**src/epr_pkg.sv**
```systemverilog
// Shared constants for the echo pulse ranger: codes, register indexes, reset values, widths.
package epr_pkg;

    // Request kinds carried on s_tuser
    localparam logic REQ_TICK  = 1'b0;
    localparam logic REQ_START = 1'b1;

    // Completion status codes
    localparam logic [1:0] STAT_OK       = 2'd0;
    localparam logic [1:0] STAT_NO_RISE  = 2'd1;
    localparam logic [1:0] STAT_ECHO_LONG = 2'd2;

    // Configuration register indexes
    localparam logic [1:0] REG_GUARD   = 2'd0;
    localparam logic [1:0] REG_PULSE   = 2'd1;
    localparam logic [1:0] REG_TIMEOUT = 2'd2;
    localparam logic [1:0] REG_TPC     = 2'd3;

    // Register reset values
    localparam logic [15:0] GUARD_RST   = 16'd16;
    localparam logic [15:0] PULSE_RST   = 16'd192;
    localparam logic [23:0] TIMEOUT_RST = 24'd600000;
    localparam logic [15:0] TPC_RST     = 16'd928;

    // Field and bus widths
    localparam int DIST_W     = 24;
    localparam int S_TDATA_W  = 8;
    localparam int M_TDATA_W  = 32;
    localparam int CFG_DATA_W = 24;

    localparam logic [DIST_W-1:0] DIST_MAX = '1;

endpackage

```
**src/echo_pulse_ranger.sv**
```systemverilog
// Ultrasonic echo pulse range meter: trigger sequencer, echo timer and serial divider.
//
// Usage: each transfer on the s_ channel is one item. s_tuser = 1 starts a measurement,
// s_tuser = 0 is one clock tick with the sampled echo pin level in s_tdata[0]. Every item
// gives exactly one result transfer on the m_ channel: the trigger pin level, busy, done,
// status and the distance in centimetres. The cfg_ channel writes the four timing
// registers (guard, pulse, timeout, ticks per cm); write them only while no measurement
// runs. cfg_ready is always high.
// Throughput: the result is registered and appears in the cycle after the input transfer.
// One item per cycle is taken as long as the receiver takes results. The item on which
// the echo falls is the exception: its distance comes from a restoring divider that
// settles one quotient bit per cycle, and s_tready stays low until that result is
// registered. A zero divisor skips the divider and reports all ones.
// Reset: aresetn low (synchronous) loads the register reset values, parks the measurement
// in idle and empties the output register.
// Stall: a result held in the output register stays until m_tready; s_tready drops while
// the output register is full and not being taken, so no result is lost.
module echo_pulse_ranger #(
    parameter int COUNT_WIDTH = 24
) (
    input  logic                               aclk,
    input  logic                               aresetn,
    // input items
    input  logic                               s_tvalid,
    output logic                               s_tready,
    input  logic [epr_pkg::S_TDATA_W-1:0]      s_tdata,   // [0] echo_level, [7:1] zero
    input  logic                               s_tuser,   // [0] req_type
    // results
    output logic                               m_tvalid,
    input  logic                               m_tready,
    output logic [epr_pkg::M_TDATA_W-1:0]      m_tdata,   // [0] trigger_level, [1] busy_res,
                                                          // [2] done_res, [4:3] status,
                                                          // [28:5] distance_cm, [31:29] zero
    // register writes
    input  logic                               cfg_valid,
    output logic                               cfg_ready,
    input  logic [1:0]                         cfg_index,
    input  logic [epr_pkg::CFG_DATA_W-1:0]     cfg_data
);

    localparam int EXT_W = (COUNT_WIDTH > epr_pkg::DIST_W) ? COUNT_WIDTH : epr_pkg::DIST_W;
    localparam int CNT_W = $clog2(COUNT_WIDTH + 1);

    typedef enum logic [2:0] {
        PH_IDLE,
        PH_PRE_LOW,
        PH_HIGH,
        PH_POST_LOW,
        PH_WAIT_RISE,
        PH_ECHO_HIGH
    } phase_t;

    typedef enum logic {
        ST_RUN,
        ST_DIV
    } state_t;

    // configuration
    logic [15:0] guard_reg;
    logic [15:0] pulse_reg;
    logic [23:0] timeout_reg;
    logic [15:0] tpc_reg;

    // measurement state
    phase_t                 phase_reg, phase_next;
    logic [COUNT_WIDTH-1:0] phase_ticks_reg, phase_ticks_next;
    logic [COUNT_WIDTH-1:0] echo_ticks_reg, echo_ticks_next;

    // sequencer and divider
    state_t                 state_reg, state_next;
    logic [15:0]            rem_reg, rem_next;
    logic [COUNT_WIDTH-1:0] quot_reg, quot_next;
    logic [CNT_W-1:0]       div_cnt_reg, div_cnt_next;

    // output register
    logic                        m_valid_reg, m_valid_next;
    logic [epr_pkg::M_TDATA_W-1:0] m_data_reg, m_data_next;

    // per-item decode
    phase_t                 ph;
    logic [COUNT_WIDTH-1:0] pt;
    logic [COUNT_WIDTH-1:0] et;
    logic                   res_trig;
    logic                   res_busy;
    logic                   res_done;
    logic [1:0]             res_status;
    logic                   dist_sat;
    logic                   div_start;

    // divider step
    logic [16:0] rem_shift;
    logic        rem_ge;
    logic [epr_pkg::DIST_W-1:0] quot_sat;

    logic in_xfer;

    assign in_xfer   = s_tvalid && s_tready;
    assign s_tready  = (state_reg == ST_RUN) && (!m_valid_reg || m_tready);
    assign cfg_ready = 1'b1;
    assign m_tvalid  = m_valid_reg;
    assign m_tdata   = m_data_reg;

    // Work out what one accepted item does to the measurement.
    always_comb begin
        ph         = phase_reg;
        pt         = phase_ticks_reg;
        et         = echo_ticks_reg;
        res_trig   = 1'b0;
        res_busy   = 1'b0;
        res_done   = 1'b0;
        res_status = epr_pkg::STAT_OK;
        dist_sat   = 1'b0;
        div_start  = 1'b0;
        if (s_tuser == epr_pkg::REQ_START) begin
            // a start while busy only reports busy and the current trigger level
            if (ph == PH_IDLE) begin
                ph = PH_PRE_LOW;
                pt = '0;
                et = '0;
            end
            res_trig = (ph == PH_HIGH);
            res_busy = 1'b1;
        end else if (ph != PH_IDLE) begin
            // advance past finished drive phases, zero-length ones included
            if (ph == PH_PRE_LOW && pt >= COUNT_WIDTH'(guard_reg)) begin
                ph = PH_HIGH;
                pt = '0;
            end
            if (ph == PH_HIGH && pt >= COUNT_WIDTH'(pulse_reg)) begin
                ph = PH_POST_LOW;
                pt = '0;
            end
            if (ph == PH_POST_LOW && pt >= COUNT_WIDTH'(guard_reg)) begin
                ph = PH_WAIT_RISE;
                pt = '0;
            end
            case (ph)
                PH_PRE_LOW, PH_HIGH, PH_POST_LOW: begin
                    res_trig = (ph == PH_HIGH);
                    res_busy = 1'b1;
                    pt = (&pt) ? pt : pt + 1'b1;
                end
                PH_WAIT_RISE: begin
                    if (s_tdata[0]) begin
                        ph = PH_ECHO_HIGH;
                        et = COUNT_WIDTH'(1);
                        if (timeout_reg == '0) begin
                            ph         = PH_IDLE;
                            res_done   = 1'b1;
                            res_status = epr_pkg::STAT_ECHO_LONG;
                        end else begin
                            res_busy = 1'b1;
                        end
                    end else begin
                        pt = (&pt) ? pt : pt + 1'b1;
                        if (EXT_W'(pt) > EXT_W'(timeout_reg)) begin
                            ph         = PH_IDLE;
                            res_done   = 1'b1;
                            res_status = epr_pkg::STAT_NO_RISE;
                        end else begin
                            res_busy = 1'b1;
                        end
                    end
                end
                PH_ECHO_HIGH: begin
                    if (s_tdata[0]) begin
                        et = (&et) ? et : et + 1'b1;
                        if (EXT_W'(et) > EXT_W'(timeout_reg)) begin
                            ph         = PH_IDLE;
                            res_done   = 1'b1;
                            res_status = epr_pkg::STAT_ECHO_LONG;
                        end else begin
                            res_busy = 1'b1;
                        end
                    end else begin
                        // echo fell: report distance
                        ph       = PH_IDLE;
                        res_done = 1'b1;
                        if (tpc_reg == '0) begin
                            dist_sat = 1'b1;
                        end else begin
                            div_start = 1'b1;
                        end
                    end
                end
                default: begin
                end
            endcase
        end
    end

    // One restoring division step: shift in the next dividend bit, subtract if it fits.
    always_comb begin
        rem_shift = {rem_reg, quot_reg[COUNT_WIDTH-1]};
        rem_ge    = (rem_shift >= {1'b0, tpc_reg});
        quot_sat  = (EXT_W'(quot_reg) > EXT_W'(epr_pkg::DIST_MAX)) ?
                    epr_pkg::DIST_MAX : epr_pkg::DIST_W'(quot_reg);
    end

    // Sequencer next state.
    always_comb begin
        state_next       = state_reg;
        phase_next       = phase_reg;
        phase_ticks_next = phase_ticks_reg;
        echo_ticks_next  = echo_ticks_reg;
        rem_next         = rem_reg;
        quot_next        = quot_reg;
        div_cnt_next     = div_cnt_reg;
        m_valid_next     = m_valid_reg && !m_tready;
        m_data_next      = m_data_reg;
        case (state_reg)
            ST_RUN: begin
                if (in_xfer) begin
                    phase_next       = ph;
                    phase_ticks_next = pt;
                    echo_ticks_next  = et;
                    if (div_start) begin
                        // hold the result until the quotient settles
                        state_next   = ST_DIV;
                        quot_next    = et;
                        rem_next     = '0;
                        div_cnt_next = CNT_W'(COUNT_WIDTH);
                    end else begin
                        m_valid_next = 1'b1;
                        m_data_next  = '0;
                        m_data_next[0]   = res_trig;
                        m_data_next[1]   = res_busy;
                        m_data_next[2]   = res_done;
                        m_data_next[4:3] = res_status;
                        m_data_next[28:5] = dist_sat ? epr_pkg::DIST_MAX : '0;
                    end
                end
            end
            ST_DIV: begin
                if (div_cnt_reg != '0) begin
                    rem_next     = rem_ge ? 16'(rem_shift - {1'b0, tpc_reg}) : rem_shift[15:0];
                    quot_next    = {quot_reg[COUNT_WIDTH-2:0], rem_ge};
                    div_cnt_next = div_cnt_reg - 1'b1;
                end else if (!m_valid_reg || m_tready) begin
                    state_next        = ST_RUN;
                    m_valid_next      = 1'b1;
                    m_data_next       = '0;
                    m_data_next[2]    = 1'b1;
                    m_data_next[4:3]  = epr_pkg::STAT_OK;
                    m_data_next[28:5] = quot_sat;
                end
            end
            default: begin
                state_next = ST_RUN;
            end
        endcase
    end

    always_ff @(posedge aclk) begin
        if (!aresetn) begin
            state_reg       <= ST_RUN;
            phase_reg       <= PH_IDLE;
            phase_ticks_reg <= '0;
            echo_ticks_reg  <= '0;
            m_valid_reg     <= 1'b0;
            guard_reg       <= epr_pkg::GUARD_RST;
            pulse_reg       <= epr_pkg::PULSE_RST;
            timeout_reg     <= epr_pkg::TIMEOUT_RST;
            tpc_reg         <= epr_pkg::TPC_RST;
        end else begin
            state_reg       <= state_next;
            phase_reg       <= phase_next;
            phase_ticks_reg <= phase_ticks_next;
            echo_ticks_reg  <= echo_ticks_next;
            m_valid_reg     <= m_valid_next;
            if (cfg_valid && cfg_ready) begin
                case (cfg_index)
                    epr_pkg::REG_GUARD:   guard_reg   <= cfg_data[15:0];
                    epr_pkg::REG_PULSE:   pulse_reg   <= cfg_data[15:0];
                    epr_pkg::REG_TIMEOUT: timeout_reg <= cfg_data[23:0];
                    epr_pkg::REG_TPC:     tpc_reg     <= cfg_data[15:0];
                    default: begin
                    end
                endcase
            end
        end
        rem_reg     <= rem_next;
        quot_reg    <= quot_next;
        div_cnt_reg <= div_cnt_next;
        m_data_reg  <= m_data_next;
    end

`ifndef SYNTH
    // a measurement is finished before its quotient is worked out
    a_div_idle: assert property (@(posedge aclk) disable iff (!aresetn)
        state_reg == ST_DIV |-> phase_reg == PH_IDLE)
        else $error("divider running while a measurement is active");

    // a completed measurement is never reported as busy
    a_done_not_busy: assert property (@(posedge aclk) disable iff (!aresetn)
        m_tvalid |-> !(m_tdata[1] && m_tdata[2]))
        else $error("result flags busy and done together");

    // an error status only appears on a completion, without a distance
    a_status_done: assert property (@(posedge aclk) disable iff (!aresetn)
        m_tvalid && m_tdata[4:3] != epr_pkg::STAT_OK |-> m_tdata[2] && m_tdata[28:5] == '0)
        else $error("error status outside a completion");

    // starting the divider always leaves the result pending for the quotient
    a_div_entry: assert property (@(posedge aclk) disable iff (!aresetn)
        state_reg == ST_RUN && state_next == ST_DIV |=> !m_tvalid)
        else $error("result shown while the divider starts");
`endif

endmodule

```
**config.mk**
```make
export PLATFORM = sky130hd
export DESIGN_NAME = echo_pulse_ranger
export DESIGN_NICKNAME = d
export VERILOG_FILES = /design/src/epr_pkg.sv /design/src/echo_pulse_ranger.sv
export SDC_FILE = /design/constraint.sdc
export NUM_CORES = 1
export LEC_CHECK = 0
export BUFFER_PORTS_ARGS = -buffer_cell sky130_fd_sc_hd__buf_2
export CELL_PAD_IN_SITES_DETAIL_PLACEMENT = 1
export CELL_PAD_IN_SITES_GLOBAL_PLACEMENT = 2
export CORE_UTILIZATION = 41
export DETAILED_ROUTE_END_ITERATION = 6
export PLACE_DENSITY_LB_ADDON = 0.25
export SLEW_MARGIN = 10
export SYNTH_ARGS = -nofsm -noshare
export SYNTH_HDL_FRONTEND = slang
export SYNTH_SLANG_ARGS = --single-unit
```
**constraint.sdc**
```tcl
create_clock -name aclk -period 15.57 [get_ports aclk]
set_clock_uncertainty 0.2 [all_clocks]
set_input_delay 2.3355 -clock aclk [delete_from_list [all_inputs] [get_ports aclk]]
set_output_delay 2.3355 -clock aclk [all_outputs]
set_load 0.1 [all_outputs]
```
======== Word-level counts from Yosys, hierarchy flattened ========
Cells that the tools add are included.
operators by class
  $add $sub $neg .......................... 4
  order comparisons ....................... 7
  equality and inequality tests ........... 19
  mux-type cells .......................... 108
  bitwise logic cells ..................... 1
  reduce and logical (&&, ||, !) cells .... 28
operator list
  cell                                                             number
  24-bit 2-to-1 mux                                                25
  24-bit case mux with 2 select lines                              3
  32-bit 2-to-1 mux                                                4
  24-bit by 16-bit greater-or-equal comparator with 1-bit output   3
  16-bit 2-to-1 mux                                                4
  32-bit case mux with 2 select lines                              1
  3-bit 2-to-1 mux                                                 18
  24-bit by 1-bit adder with 24-bit output, second input constant  2
  24-bit > comparator                                              2
  24-bit AND reduction                                             2
  1-bit 2-to-1 mux                                                 36
  16-bit case mux with 2 select lines                              1
  24-bit > comparator, second input constant                       1
  24-bit zero test                                                 1
  17-bit by 16-bit greater-or-equal comparator with 1-bit output   1
  16-bit zero test                                                 1
  16-bit subtractor                                                1
  3-bit by 2-bit == test with 1-bit output, second input constant  5
  5-bit 2-to-1 mux                                                 3
  2-bit 2-to-1 mux                                                 6
  5-bit case mux with 2 select lines                               1
  2-bit AND reduction                                              5
  2-bit inequality test, second input constant                     4
  4-bit AND reduction                                              2
  other kinds (21)                                                 35
word-level totals
  flip-flop bits (word level) ............. 202
  input port bits ......................... 40
  word-level logic and storage cells ...... 180

======== Depth between registers and ports, before layout ========
Gate-level depths: netlist (run 1).
  depth after elaboration ................. 26
  mapped depth ............................ 53
  gate-level depth less buffers ........... 48

======== Least setup slack after synthesis (run 1) ========
No wires, ideal clock.
  path kind ............................... reg-to-reg
  from .................................... register guard_reg[15]
  to ...................................... register m_data_reg, in the netlist m_tdata[2] (data pin)
  library setup time ...................... 0.254 ns
  data arrival time ....................... 9.191 ns
  data required time ...................... 15.116 ns
  slack ................................... 5.925 ns
  cell stages (with the launch flop) ...... 52
  buffers on the path ..................... 5
  period minus slack after synthesis ...... 9.645 ns
  cell sequence ........................... dfxtp_1 inv_1 ha_1 nand4_1 nor3_1 inv_1 o21ai_1 nand2_1 clkbuf_1 and2_1 ha_1 and3_1 a2111oi_2 o21ai_1 buf_4 a22oi_1 clkbuf_1 nand2_1 [16 not listed] nor4b_2 o211ai_1 nor2_1 and3_1 xnor2_1 nor2_1 ha_1 a21o_1 a21o_1 a21oi_1 nor2b_1 o21ai_0 a21o_1 a311oi_1 o31a_1 a21oi_1 o21ai_0 a21o_1
on the way
  word-level cells in the longest chain between the ends .. 26
  elaborated cells between the ends (all ways) .. 40
RTL lines
  what                                                                                                                        line                      text
  from (decl)                                                                                                                 echo_pulse_ranger.sv:59   logic [15:0] guard_reg;
  from (signal assigned)                                                                                                      echo_pulse_ranger.sv:261  guard_reg <= epr_pkg::GUARD_RST;
  from (signal assigned)                                                                                                      echo_pulse_ranger.sv:273  epr_pkg::REG_GUARD: guard_reg <= cfg_data[15:0];
  24-bit by 16-bit greater-or-equal comparator with 1-bit output                                                              echo_pulse_ranger.sv:125  if (ph == PH_PRE_LOW && pt >= COUNT_WIDTH'(guard_reg)) begin
  1-bit logical AND                                                                                                           echo_pulse_ranger.sv:125
  24-bit 2-to-1 mux or 3-bit 2-to-1 mux (tied branches)                                                                       echo_pulse_ranger.sv:125
  24-bit 2-to-1 mux or 3-bit 2-to-1 mux (tied branches)                                                                       echo_pulse_ranger.sv:123  end else if (ph != PH_IDLE) begin
  24-bit 2-to-1 mux or 3-bit 2-to-1 mux (tied branches)                                                                       echo_pulse_ranger.sv:114  if (s_tuser == epr_pkg::REQ_START) begin
  24-bit by 16-bit greater-or-equal comparator with 1-bit output or 3-bit by 2-bit == test with 1-bit output (tied branches)  echo_pulse_ranger.sv:129  if (ph == PH_HIGH && pt >= COUNT_WIDTH'(pulse_reg)) begin
  1-bit logical AND                                                                                                           echo_pulse_ranger.sv:129
  24-bit 2-to-1 mux or 3-bit 2-to-1 mux (tied branches)                                                                       echo_pulse_ranger.sv:129
  [10 not listed]                                                                                                             --
  1-bit 2-to-1 mux                                                                                                            echo_pulse_ranger.sv:156  if (EXT_W'(pt) > EXT_W'(timeout_reg)) begin
  1-bit 2-to-1 mux                                                                                                            echo_pulse_ranger.sv:144  if (s_tdata[0]) begin
  1-bit case mux with 2 select lines *                                                                                        echo_pulse_ranger.sv:137  case (ph)
  1-bit 2-to-1 mux *                                                                                                          echo_pulse_ranger.sv:123
  1-bit 2-to-1 mux *                                                                                                          echo_pulse_ranger.sv:114
  32-bit 2-to-1 mux *                                                                                                         echo_pulse_ranger.sv:217  if (div_start) begin
  32-bit 2-to-1 mux *                                                                                                         echo_pulse_ranger.sv:213  if (in_xfer) begin
  32-bit case mux with 2 select lines *                                                                                       echo_pulse_ranger.sv:211  case (state_reg)
  to (signal assigned)                                                                                                        echo_pulse_ranger.sv:285  m_data_reg <= m_data_next;
  to (decl)                                                                                                                   echo_pulse_ranger.sv:77   logic [epr_pkg::M_TDATA_W-1:0] m_data_reg, m_data_next;
Mark *: on every way between the ends. The rest lies on a longest branch, timed or not. The select of a mux whose other input is x is not followed.
A chain may end at the register's enable or synchronous reset.

======== Worst setup path after layout (run 1) ========
  from .................................... register phase_ticks_reg[13]
  to ...................................... register m_data_reg, in the netlist m_tdata[2] (data pin)
on the way
  word-level cells in the longest chain between the ends .. 26
  elaborated cells between the ends (all ways) .. 40
RTL lines
  what                                                                                                                        line                      text
  from (decl)                                                                                                                 echo_pulse_ranger.sv:66   logic [COUNT_WIDTH-1:0] phase_ticks_reg, phase_ticks_next;
  from (signal assigned)                                                                                                      echo_pulse_ranger.sv:268  phase_ticks_reg <= phase_ticks_next;
  24-bit by 16-bit greater-or-equal comparator with 1-bit output                                                              echo_pulse_ranger.sv:125
  1-bit logical AND                                                                                                           echo_pulse_ranger.sv:125
  24-bit 2-to-1 mux or 3-bit 2-to-1 mux (tied branches)                                                                       echo_pulse_ranger.sv:125
  24-bit 2-to-1 mux or 3-bit 2-to-1 mux (tied branches)                                                                       echo_pulse_ranger.sv:123
  24-bit 2-to-1 mux or 3-bit 2-to-1 mux (tied branches)                                                                       echo_pulse_ranger.sv:114
  24-bit by 16-bit greater-or-equal comparator with 1-bit output or 3-bit by 2-bit == test with 1-bit output (tied branches)  echo_pulse_ranger.sv:129
  1-bit logical AND                                                                                                           echo_pulse_ranger.sv:129
  24-bit 2-to-1 mux or 3-bit 2-to-1 mux (tied branches)                                                                       echo_pulse_ranger.sv:129
  [10 not listed]                                                                                                             --
  1-bit 2-to-1 mux                                                                                                            echo_pulse_ranger.sv:156
  1-bit 2-to-1 mux                                                                                                            echo_pulse_ranger.sv:144
  1-bit case mux with 2 select lines *                                                                                        echo_pulse_ranger.sv:137
  1-bit 2-to-1 mux *                                                                                                          echo_pulse_ranger.sv:123
  1-bit 2-to-1 mux *                                                                                                          echo_pulse_ranger.sv:114
  32-bit 2-to-1 mux *                                                                                                         echo_pulse_ranger.sv:217
  32-bit 2-to-1 mux *                                                                                                         echo_pulse_ranger.sv:213
  32-bit case mux with 2 select lines *                                                                                       echo_pulse_ranger.sv:211
Marks and branches as above.

==> summary.txt, run 1 <==
Worst setup path
  – Crit Path Max Fanout: 23
  – Crit-path slowest cell: a31o_2
  – R2R depth: 48
  – Critical R2R Capture: m_tdata[2]$_SDFFCE_PP1P_
  – Most used cell, CP: ha_1
  – Reg-to-reg slack, setup: 3.71 ns
  – Critical Path RT: 15.59 ns
  – CP arrival: 11.88 ns
  – Kind of critical path: flip-flop to flip-flop
  – Worst Setup End Kind: flip-flop
  – CP startpoint kind: flip-flop
  – R2R Path Start: phase_ticks_reg[13]$_SDFFE_PN0P_
  – CP peak stage delay: 0.55 ns

CTS
  – CTS sink cnt: 199
  – Setup Buffers After CTS: 0
  – Hold Buf Count CTS: 0
  – H-tree depth: 4
  – CTS tree: yes
  – CTS Buf Count: 17
  – Root Driver: clkbuf_16
  – Reg clk slew, reported paths: 0.08 ns
  – Worst skew pair latency: 0.47 ns
  – Longest Clk Path Bufs: 2
  – Post-CTS sizing: 0

Synthesis
  – Synth cell types: 82
  – Gate Count Post-Synth: 1620
  – Ys async rst share: 0
  – Area contributors post-synth: dfxtp_1 (19%), edfxtp_1 (17%), ha_1 (11%), nand2_1 (8.8%), a21oi_1 (5.1%)
  – Area leader, netlist: dfxtp_1
  – Avg Inst Size Synth: 8.11 µm²
  – YS warnings: 0
  – #FFs+latches synth: 199
  – Cell Area, Synth: 13100 µm²
  – Post-synth EDFFs: 74
  – Post-synthesis sequential area ratio: 0.359
  – Primary FF master, synth: dfxtp_1
  – Post-synth top area share: 0.190

Power
  – Switching Fraction: 0.307
  – Max VDD drop: 0.0807 mV
  – Clock power share: 0.395
  – LEAKAGE: 5.67 nW
  – Psw: 366 µW
  – Pwr/cell area: 83.2 nW/µm²
  – Sequential share of power: 0.468
  – Int Power: 826 µW
  – Power share of the combinational group: 0.137

Drt
  – WL final: 42400 µm
  – Vias: 11800
  – Final ANT Viol Nets: 0
  – DR WL/cell: 20.7 µm
  – Drt first pass iters: 5
  – DR vias/cell: 5.78
  – # DRC: 0
  – DR iter-0 viols: 728

Timing
  – Worst slew pin tran: 1.16 ns
  – Max Slew Vio Count: 0
  – Crit path time final: 11.86 ns
  – Hold Fails Final Rpt: 0
  – TNS Setup: 0 ns
  – Fin worst setup slack: 3.71 ns
  – Fin crit share: 0.762
  – RSZ-0062 raised after global routing: false
  – Max-slew headroom: 0.218
  – Final setup fails: 0
  – Achievable frequency: 84.3 MHz
  – Hold slack: 0.255 ns

Worst hold path
  – Hold Path Sink: pulse_reg[1]$_SDFFE_PN0P_
  – Source of the worst hold timing path: pulse_reg[1]$_SDFFE_PN0P_
  – WHS Path Cells: 2
  – Worst hold path class: flip-flop to flip-flop

Run status
  – Status: completed

Cells and area
  – Fillers: 3823
  – Area of the multi-input gates: 7710 µm²
  – Final Non-Filler Cells: 2046
  – Max reg flops: 29
  – Layout cells sized above 1: 0.0876
  – Register area: 4730 µm²
  – Nets: 1789
  – Finished Core Util: 0.454
  – Area growth from synthesis to layout: 9.05%
  – Most frequent cells in the layout: nand2_1 (306), a21oi_1 (134), dfxtp_1 (124), ha_1 (117), nor2_1 (105)
  – Leading cell type in the layout, fill and taps excluded: nand2_1
  – N_diodes: 0

Global routing
  – GRT Residual Overflow: 0
  – Total Routing Usage GR: 0.264
  – Vias in the first global route: 11900
  – First-pass GRT wire length: 66800 µm
  – Initial antenna violation count: 0
  – Largest net degree at the start of global routing: 64

Die
  – Die span in y: 181 µm
  – Starting Density: 0.416
  – Ports: 75
  – Core Area: 31600 µm²
  – Site row count: 65
  – Die W: 181 µm
  – Total die area: 32800 µm²

Place
  – Placed cell count: 2014
  – Post-DP HPWL: 31900 µm
  – I/O Buffers: 63
  – Placer Congestion: 0.923
  – Pre-CTS WS: 3.93 ns

Flow run
  – Max cap viols: 0
## through the flow
step	instance area [µm²]	total power, mW
5_1_grt	14300	1.24
2_1_floorplan	13200	0.684
3_5_place_dp	13700	0.732
6_report	14300	1.19
4_1_cts	14300	1.20
3_3_place_gp	13700	0.728
## cell type report
class / instances / area share
Clock inverter: 13 / 0.00995
Inverter: 103 / 0.0270
Sequential cell: 199 / 0.330
Timing Repair Buffer: 74 / 0.0278
Multi-Input combinational cell: 1236 / 0.538
Tap cell: 402 / 0.0351
Clock buffer: 19 / 0.0324
## layer usage
metal	wire (µm)	track usage
met1	19200	0.339
met2	20200	0.445
met3	1450	0.0310
met4	1560	0.119
met5	0	0
## worst max path at each step
| stage | start | slack (ns) | depth (start not counted) | end |
|---|---|---|---|---|
| detailed placement | phase_ticks_reg[13]$_SDFFE_PN0P_ | 3.93 | 48 | m_tdata[2]$_SDFFCE_PP1P_ |
| finish | phase_ticks_reg[13]$_SDFFE_PN0P_ | 3.71 | 48 | m_tdata[2]$_SDFFCE_PP1P_ |
| CTS | phase_ticks_reg[13]$_SDFFE_PN0P_ | 3.78 | 48 | m_tdata[2]$_SDFFCE_PP1P_ |
| floorplan | guard_reg[15]$_SDFFE_PN0P_ | 5.93 | 51 | m_tdata[2]$_SDFFCE_PP1P_ |
| global route | phase_ticks_reg[13]$_SDFFE_PN0P_ | 2.71 | 48 | m_tdata[2]$_SDFFCE_PP1P_ |
| global placement | phase_ticks_reg[13]$_SDFFE_PN0P_ | 4.14 | 48 | m_tdata[2]$_SDFFCE_PP1P_ |
## synth_stat cells, types with 27 or more instances
cell type and n:
clkbuf_1 73, nor2_1 107, dfxtp_1 125, nand3_1 38, a21oi_1 135, nand4_1 27, inv_1 100, edfxtp_1 74
xnor2_1 44, o21ai_0 74, ha_1 117, nor3_1 36, nand2_1 307, a22oi_1 44, and2_1 36
## logic make-up after synthesis
group                      count (synthesis)  share of synthesized area
adders and majority gates                118                      0.113
xor gates and xnor gates                  59                     0.0393
muxes                                      9                    0.00724
buffers and inverters                    187                     0.0563
AOI/OAI and AO/OA                        396                      0.194
other                                      2                   0.000571
DFF                                      199                      0.359
and+or+nand+nor                          650                      0.230
## critical path, delay by kind of cell (launching register included)
family,cells,cell delay (ns)
AOI/OAI and AO/OA,22,5.11
and+or+nand+nor,16,3.39
adders and majority gates,5,1.46
buffers and inverters,4,0.69
DFF,1,0.45
xor gates and xnor gates,1,0.27
## power groups by stage
stage / Combinational, mW / Sequential (mW) / Clock [mW]
finish: 0.163 / 0.558 / 0.471
CTS: 0.163 / 0.558 / 0.480
floorplan: 0.0922 / 0.592 / 0
global route: 0.177 / 0.559 / 0.499
global placement: 0.159 / 0.569 / 0
detailed placement: 0.162 / 0.570 / 0
Note: power is estimated with default switching activity, not from simulation.
==> inputs of run 2 (changes only) <==
ABC_AREA = 1   (was default)
CORE_UTILIZATION = 32   (was 41)
clock period = 10.05 ns   (was 15.57 ns; I/O delays follow)
==> run 2 against run 1 <==
Critical path depth is 8 higher; hold slack better by 0.017 ns; register-to-register slack worse by 2.7 ns.
==> summary.txt, run 2 <==
Run status
  – Status: completed (unchanged)

Drt
  – Drt first pass iters: 5 (unchanged)
  – DR vias/cell: 5.04 (was 5.78)
  – DR WL/cell: 18.2 µm (was 20.7 µm)
  – Vias: 13400 (was 11800)
  – Final ANT Viol Nets: 0 (unchanged)
  – WL final: 48500 µm (was 42400 µm)
  – DR iter-0 viols: 653 (was 728)
  – # DRC: 0 (unchanged)

Global routing
  – Total Routing Usage GR: 0.224 (was 0.264)
  – First-pass GRT wire length: 76800 µm (was 66800 µm)
  – Vias in the first global route: 13800 (was 11900)
  – Largest net degree at the start of global routing: 74 (was 64)
  – Initial antenna violation count: 2 (was 0)
  – GRT Residual Overflow: 0 (unchanged)

Cells and area
  – Nets: 2211 (was 1789)
  – Finished Core Util: 0.357 (was 0.454)
  – Layout cells sized above 1: 0.0939 (was 0.0876)
  – Max reg flops: 29 (unchanged)
  – Leading cell type in the layout, fill and taps excluded: nand2_1 (unchanged)
  – Most frequent cells in the layout: nand2_1 (423), inv_1 (310), o21ai_0 (226), a21oi_1 (204), nor2_1 (152) (was nand2_1 (306), a21oi_1 (134), dfxtp_1 (124), ha_1 (117), nor2_1 (105))
  – Area growth from synthesis to layout: 10.3% (was 9.05%)
  – Final Non-Filler Cells: 2659 (was 2046)

CTS
  – H-tree depth: 4 (unchanged)
  – CTS tree: yes (unchanged)
  – CTS Buf Count: 17 (unchanged)
  – Post-CTS sizing: 0 (unchanged)
  – Setup Buffers After CTS: 0 (unchanged)
  – Hold Buf Count CTS: 0 (unchanged)
  – Root Driver: clkbuf_16 (unchanged)
  – CTS sink cnt: 199 (unchanged)
  – Longest Clk Path Bufs: 2 (unchanged)
  – Worst skew pair latency: 0.51 ns (was 0.47 ns)
  – Reg clk slew, reported paths: 0.08 ns (about the same)

Synthesis
  – Post-synth top area share: 0.175 (was 0.190)
  – Synth cell types: 54 (was 82)
  – Primary FF master, synth: dfxtp_1 (unchanged)
  – Post-synth EDFFs: 74 (unchanged)
  – YS warnings: 0 (unchanged)
  – Cell Area, Synth: 14300 µm² (was 13100 µm²)
  – Gate Count Post-Synth: 2029 (was 1620)
  – Area leader, netlist: dfxtp_1 (unchanged)
  – Post-synth top cells: nand2_1 (423), inv_1 (310), o21ai_0 (227), a21oi_1 (204), nor2_1 (153) (was nand2_1 (307), a21oi_1 (135), dfxtp_1 (125), ha_1 (117), nor2_1 (107))
  – Avg Inst Size Synth: 7.04 µm² (was 8.11 µm²)
  – Area contributors post-synth: dfxtp_1 (18%), edfxtp_1 (16%), nand2_1 (11%), ha_1 (10%), inv_1 (8.2%) (was dfxtp_1 (19%), edfxtp_1 (17%), ha_1 (11%), nand2_1 (8.8%), a21oi_1 (5.1%))
  – Most frequent cell after synthesis: nand2_1 (unchanged)
  – Ys async rst share: 0 (unchanged)
  – Post-synthesis sequential area ratio: 0.331 (was 0.359)
  – #FFs+latches synth: 199 (unchanged)

Worst setup path
  – R2R Path Start: phase_ticks_reg[15]$_SDFFE_PN0P_ (was phase_ticks_reg[13]$_SDFFE_PN0P_)
  – Critical path buffers and inverters: 8 (was 4)
  – Reg-to-reg slack, setup: 1.04 ns (was 3.71 ns)
  – CP startpoint kind: flip-flop (unchanged)
  – Crit-path slowest cell: dfxtp_1 (was a31o_2)
  – Kind of critical path: flip-flop to flip-flop (unchanged)
  – Worst Setup End Kind: flip-flop (unchanged)
  – Critical R2R Capture: m_tdata[1]$_SDFFCE_PP0P_ (was m_tdata[2]$_SDFFCE_PP1P_)
  – CP top delay family: simple AND/OR/NAND/NOR gates (was compound AO/OA/AOI/OAI gates)
  – Most used cell, CP: nand2_1 (was ha_1)
  – Crit Path Max Fanout: 33 (was 23)
  – Critical Path RT: 10.11 ns (was 15.59 ns)
  – R2R depth: 56 (was 48)
  – CP arrival: 9.07 ns (was 11.88 ns)
  – Number of cells on the critical path: 56 (was 48)
  – CP peak stage delay: 0.47 ns (was 0.55 ns)

Timing
  – Hold Fails Final Rpt: 0 (unchanged)
  – Worst slew pin tran: 1.04 ns (was 1.16 ns)
  – RSZ-0062 raised after global routing: false (unchanged)
  – Final setup fails: 0 (unchanged)
  – Max Slew Vio Count: 0 (unchanged)
  – Fin crit share: 0.896 (was 0.762)
  – TNS Setup: 0 ns (unchanged)
  – Achievable frequency: 111 MHz (was 84.3 MHz)
  – Max-slew headroom: 0.303 (was 0.218)
  – Crit path time final: 9.01 ns (was 11.86 ns)

Place
  – Placer Congestion: 0.877 (was 0.923)
  – Placed cell count: 2626 (was 2014)
  – I/O Buffers: 63 (unchanged)
  – Post-DP HPWL: 36900 µm (was 31900 µm)

Die
  – Total die area: 45500 µm² (was 32800 µm²)
  – Site row count: 77 (was 65)
  – Starting Density: 0.324 (was 0.416)
  – Ports: 75 (unchanged)
  – Die span in y: 213 µm (was 181 µm)
  – Die W: 213 µm (was 181 µm)
  – Core Area: 44100 µm² (was 31600 µm²)

Power
  – Pwr/cell area: 129 nW/µm² (was 83.2 nW/µm²)
  – LEAKAGE: 7.14 nW (was 5.67 nW)
  – Total power: 2.02 mW (was 1.19 mW)
  – Max VDD drop: 0.117 mV (was 0.0807 mV)

Flow run
  – Max cap viols: 0 (unchanged)

Worst hold path
  – Source of the worst hold timing path: pulse_reg[12]$_SDFFE_PN0P_ (was pulse_reg[1]$_SDFFE_PN0P_)
  – Hold Path Sink: pulse_reg[12]$_SDFFE_PN0P_ (was pulse_reg[1]$_SDFFE_PN0P_)
  – WHS Path Cells: 2 (unchanged)
  – Worst hold path class: flip-flop to flip-flop (unchanged)
==> run 2: cell families (layout without fill, tap and decap cells) <==
kind of cell / count (synthesis) / in the layout / share of synthesized area
adder cells (fa/ha/maj): 118 / 118 / 0.104
flip-flops: 199 / 199 / 0.331
buffers and inverters: 412 / 447 / 0.115
AND/OR/NAND/NOR: 748 / 748 / 0.233
AO/OA/AOI/OAI: 514 / 514 / 0.195
XOR/XNOR: 36 / 36 / 0.0221
other: 2 / 5 / 0.000526
==> run 2: worst register-to-register path: cells and delay by family, from the launching register on <==
kind	cells	cell delay, ns
AO/OA/AOI/OAI	7	1.53
AND/OR/NAND/NOR	37	4.04
buffers and inverters	8	1.23
flip-flops	1	0.47
adder cells (fa/ha/maj)	4	1.32
==> run 2: worst max path at each step <==
stage	end	startpoint
detailed placement	m_tdata[1]$_SDFFCE_PP0P_	phase_ticks_reg[15]$_SDFFE_PN0P_
floorplan	div_cnt_reg[0]$_SDFFCE_PN0P_	guard_reg[15]$_SDFFE_PN0P_
CTS	m_tdata[1]$_SDFFCE_PP0P_	phase_ticks_reg[15]$_SDFFE_PN0P_
finish	m_tdata[1]$_SDFFCE_PP0P_	phase_ticks_reg[15]$_SDFFE_PN0P_
global placement	m_tdata[1]$_SDFFCE_PP0P_	phase_ticks_reg[15]$_SDFFE_PN0P_
global route	m_tdata[1]$_SDFFCE_PP0P_	phase_ticks_reg[15]$_SDFFE_PN0P_
==> run 2: through the flow <==
stage,cell area [µm²],hold WS (ns),worst slack (ns)
after global placement,15200,0.250,0.966
after CTS,15700,0.278,0.814
final,15700,0.272,1.04
after detailed placement,15200,0.265,0.894
after floorplan,14300,0.235,1.34
after global routing,15700,0.305,0.208
==> run 2: routing by layer <==
layer | global-route usage | vias up | wire, µm
met2 | 0.385 | 141 | 23600
met3 | 0.0416 | 63 | 1200
met4 | 0.0714 | 0 | 1130
met5 | 0 | - | 0
li1 | - | 6740 | -
met1 | 0.282 | 6467 | 22500
==> run 2: power by group <==
part | total (mW) | internal [mW] | leakage, nW | switching (mW)
registers | 0.883 | 0.866 | 1.71 | 0.0172
clock network | 0.713 | 0.331 | 0.283 | 0.382
logic | 0.429 | 0.118 | 5.15 | 0.311
total | 2.02 | 1.31 | 7.14 | 0.711
==> run 2: layout make-up <==
class                      count  area (µm²)
antenna                        1        2.50
clock inverter                15         153
tap                          592         741
multi-input combinational   1420        7950
sequential                   199        4720
inverter                     321        1200
fill                        5611       28400
clock buffer                  17         425
timing repair buffer          94         548
==> inputs of run 3 (changes only) <==
ABC_AREA = default   (was 1)
CORE_UTILIZATION = 34   (was 32)
==> run 3 against run 2 <==
Wire length decreased by 5.8%; via count decreased by 10%; global-route usage increased by 1.4 points; non-clock buffer count increased by 23; cell area decreased by 5.6%; sequential power decreased by 2%; total power decreased by 5.8%; worst setup slack got worse by 0.62 ns; clock power increased by 8.1%; flip-flop and latch count unchanged; critical path type unchanged; highest routed layer unchanged.
==> summary.txt, run 3 (synthesized netlist as in run 1, its figures left out) <==
Run status
  – Status: completed (unchanged)

Cells and area
  – Most frequent cells in the layout: nand2_1 (306), a21oi_1 (133), dfxtp_1 (124), ha_1 (117), nor2_1 (103) (was nand2_1 (423), inv_1 (310), o21ai_0 (226), a21oi_1 (204), nor2_1 (152))
  – Nets: 1832 (was 2211)
  – Leading cell type in the layout, fill and taps excluded: nand2_1 (unchanged)
  – Area growth from synthesis to layout: 13.1% (was 10.3%)
  – Post-route cell area: 14900 µm² (was 15700 µm²)
  – N_diodes: 0 (was 1)
  – Max reg flops: 29 (unchanged)
  – Layout cells sized above 1: 0.115 (was 0.0939)

Die
  – Total die area: 39400 µm² (was 45500 µm²)
  – Die W: 199 µm (was 213 µm)
  – Site row count: 71 (was 77)
  – Die span in y: 199 µm (was 213 µm)
  – Ports: 75 (unchanged)
  – Core Area: 37800 µm² (was 44100 µm²)
  – Starting Density: 0.347 (was 0.324)

Worst setup path
  – Critical path buffers and inverters: 5 (was 8)
  – Kind of critical path: flip-flop to flip-flop (unchanged)
  – Crit Path Max Fanout: 8 (was 33)
  – Reg-to-reg slack, setup: 0.42 ns (was 1.04 ns)
  – Critical Path RT: 10.08 ns (was 10.11 ns)
  – CP startpoint kind: flip-flop (unchanged)
  – Most used cell, CP: ha_1 (was nand2_1)
  – Crit-path slowest cell: o221ai_1 (was dfxtp_1)
  – CP arrival: 9.65 ns (was 9.07 ns)
  – Worst Setup End Kind: flip-flop (unchanged)
  – CP top delay family: compound AO/OA/AOI/OAI gates (was simple AND/OR/NAND/NOR gates)
  – CP peak stage delay: 0.39 ns (was 0.47 ns)

Place
  – I/O Buffers: 63 (unchanged)
  – Post-place instance area: 14100 µm² (was 15200 µm²)
  – Post-DP HPWL: 34600 µm (was 36900 µm)
  – Pre-CTS WS: 0.116 ns (was 0.894 ns)
  – Placer Congestion: 0.944 (was 0.877)

Global routing
  – Met3 Track Usage GR: 0.0297 (was 0.0416)
  – Initial antenna violation count: 0 (was 2)
  – Largest net degree at the start of global routing: 71 (was 74)
  – GRT Residual Overflow: 0 (unchanged)
  – GRT met2 Usage: 0.394 (was 0.385)
  – Vias in the first global route: 12200 (was 13800)
  – Total Routing Usage GR: 0.238 (was 0.224)
  – Busiest metal layer after global routing: met2 (unchanged)
  – Met1 GRT Util: 0.312 (was 0.282)
  – First-pass GRT wire length: 70900 µm (was 76800 µm)

Drt
  – Drt first pass iters: 7 (was 5)
  – WL final: 45700 µm (was 48500 µm)
  – # DRC: 0 (unchanged)
  – DR vias/cell: 5.48 (was 5.04)
  – Final ANT Viol Nets: 0 (unchanged)
  – Vias: 12100 (was 13400)
  – DR WL/cell: 20.8 µm (was 18.2 µm)
  – DR iter-0 viols: 614 (was 653)

Power
  – LEAKAGE: 5.92 nW (was 7.14 nW)
  – Pwr/cell area: 128 nW/µm² (was 129 nW/µm²)
  – Max VDD drop: 0.103 mV (was 0.117 mV)
  – Total power: 1.91 mW (was 2.02 mW)

CTS
  – H-tree depth: 4 (unchanged)
  – Root Driver: clkbuf_16 (unchanged)
  – CTS Buf Count: 17 (unchanged)
  – Worst skew pair latency: 0.47 ns (was 0.51 ns)
  – CTS tree: yes (unchanged)
  – Reg clk slew, reported paths: 0.08 ns (about the same)
  – CTS sink cnt: 199 (unchanged)
  – Hold Buf Count CTS: 0 (unchanged)
  – Longest Clk Path Bufs: 2 (unchanged)

Timing
  – Fin worst setup slack: 0.425 ns (was 1.04 ns)
  – Worst slew pin tran: 1.22 ns (was 1.04 ns)
  – Hold Fails Final Rpt: 0 (unchanged)
  – Max-slew headroom: 0.180 (was 0.303)
  – Max Slew Vio Count: 0 (unchanged)
  – Final setup fails: 0 (unchanged)
  – Achievable frequency: 104 MHz (was 111 MHz)
  – Fin crit share: 0.958 (was 0.896)
  – Crit path time final: 9.63 ns (was 9.01 ns)

Worst hold path
  – Worst hold path class: flip-flop to flip-flop (unchanged)

Flow run
  – Max cap viols: 0 (unchanged)
## run 3: layout make-up
type | count | area [µm²]
Fill cell | 4596 | 23000
Multi-Input combinational cell | 1236 | 7750
Sequential cell | 199 | 4730
Timing Repair Buffer | 117 | 718
Tap cell | 511 | 639
Clock buffer | 19 | 475
Inverter | 103 | 387
Clock inverter | 13 | 168
## run 3: power breakdown
part | internal [mW] | switching, mW
clock | 0.409 | 0.362
sequential | 0.849 | 0.0142
combinational | 0.0746 | 0.198
total | 1.33 | 0.574
## run 3: worst register-to-register path: cells and delay by family (launching register included)
family	cells	cell delay, ns
AND/OR/NAND/NOR	16	2.52
AO/OA/AOI/OAI	17	3.75
XOR/XNOR	1	0.32
buffers and inverters	5	0.84
flip-flops	1	0.33
adder cells (fa/ha/maj)	5	1.43
## run 3: final timing paths
path	startpoint	cells after the start	endpoint
min	guard_reg[1]$_SDFFE_PN0P_	2	guard_reg[1]$_SDFFE_PN0P_
min reg2reg	guard_reg[1]$_SDFFE_PN0P_	2	guard_reg[1]$_SDFFE_PN0P_
max reg2reg	guard_reg[13]$_SDFFE_PN0P_	44	m_tdata[2]$_SDFFCE_PP1P_
max	guard_reg[13]$_SDFFE_PN0P_	44	m_tdata[2]$_SDFFCE_PP1P_
## run 3: through the flow
stage | std cells | hold slack [ns] | setup TNS (ns) | utilization
detailed placement | 2160 | 0.251 | 0 | 0.374
CTS | 2192 | 0.261 | 0 | 0.391
finish | 2198 | 0.259 | 0 | 0.393
global route | 2198 | 0.280 | -0.0346 | 0.393
global placement | 2160 | 0.243 | 0 | 0.374
floorplan | 1622 | 0.236 | 0 | -
## run 3: routing by layer
layer	up-vias	share of wire
met2	247	0.46
met3	72	0.032
met1	5896	0.47
met5	-	0
li1	5840	-
met4	0	0.040
## run 3: timing repair
item | in CTS | in global routing
buffers inserted | 0 | 5
endpoints found under the setup margin | 0 | 4
gates resized for setup | 0 | 14
endpoints found under the hold margin | 0 | 0
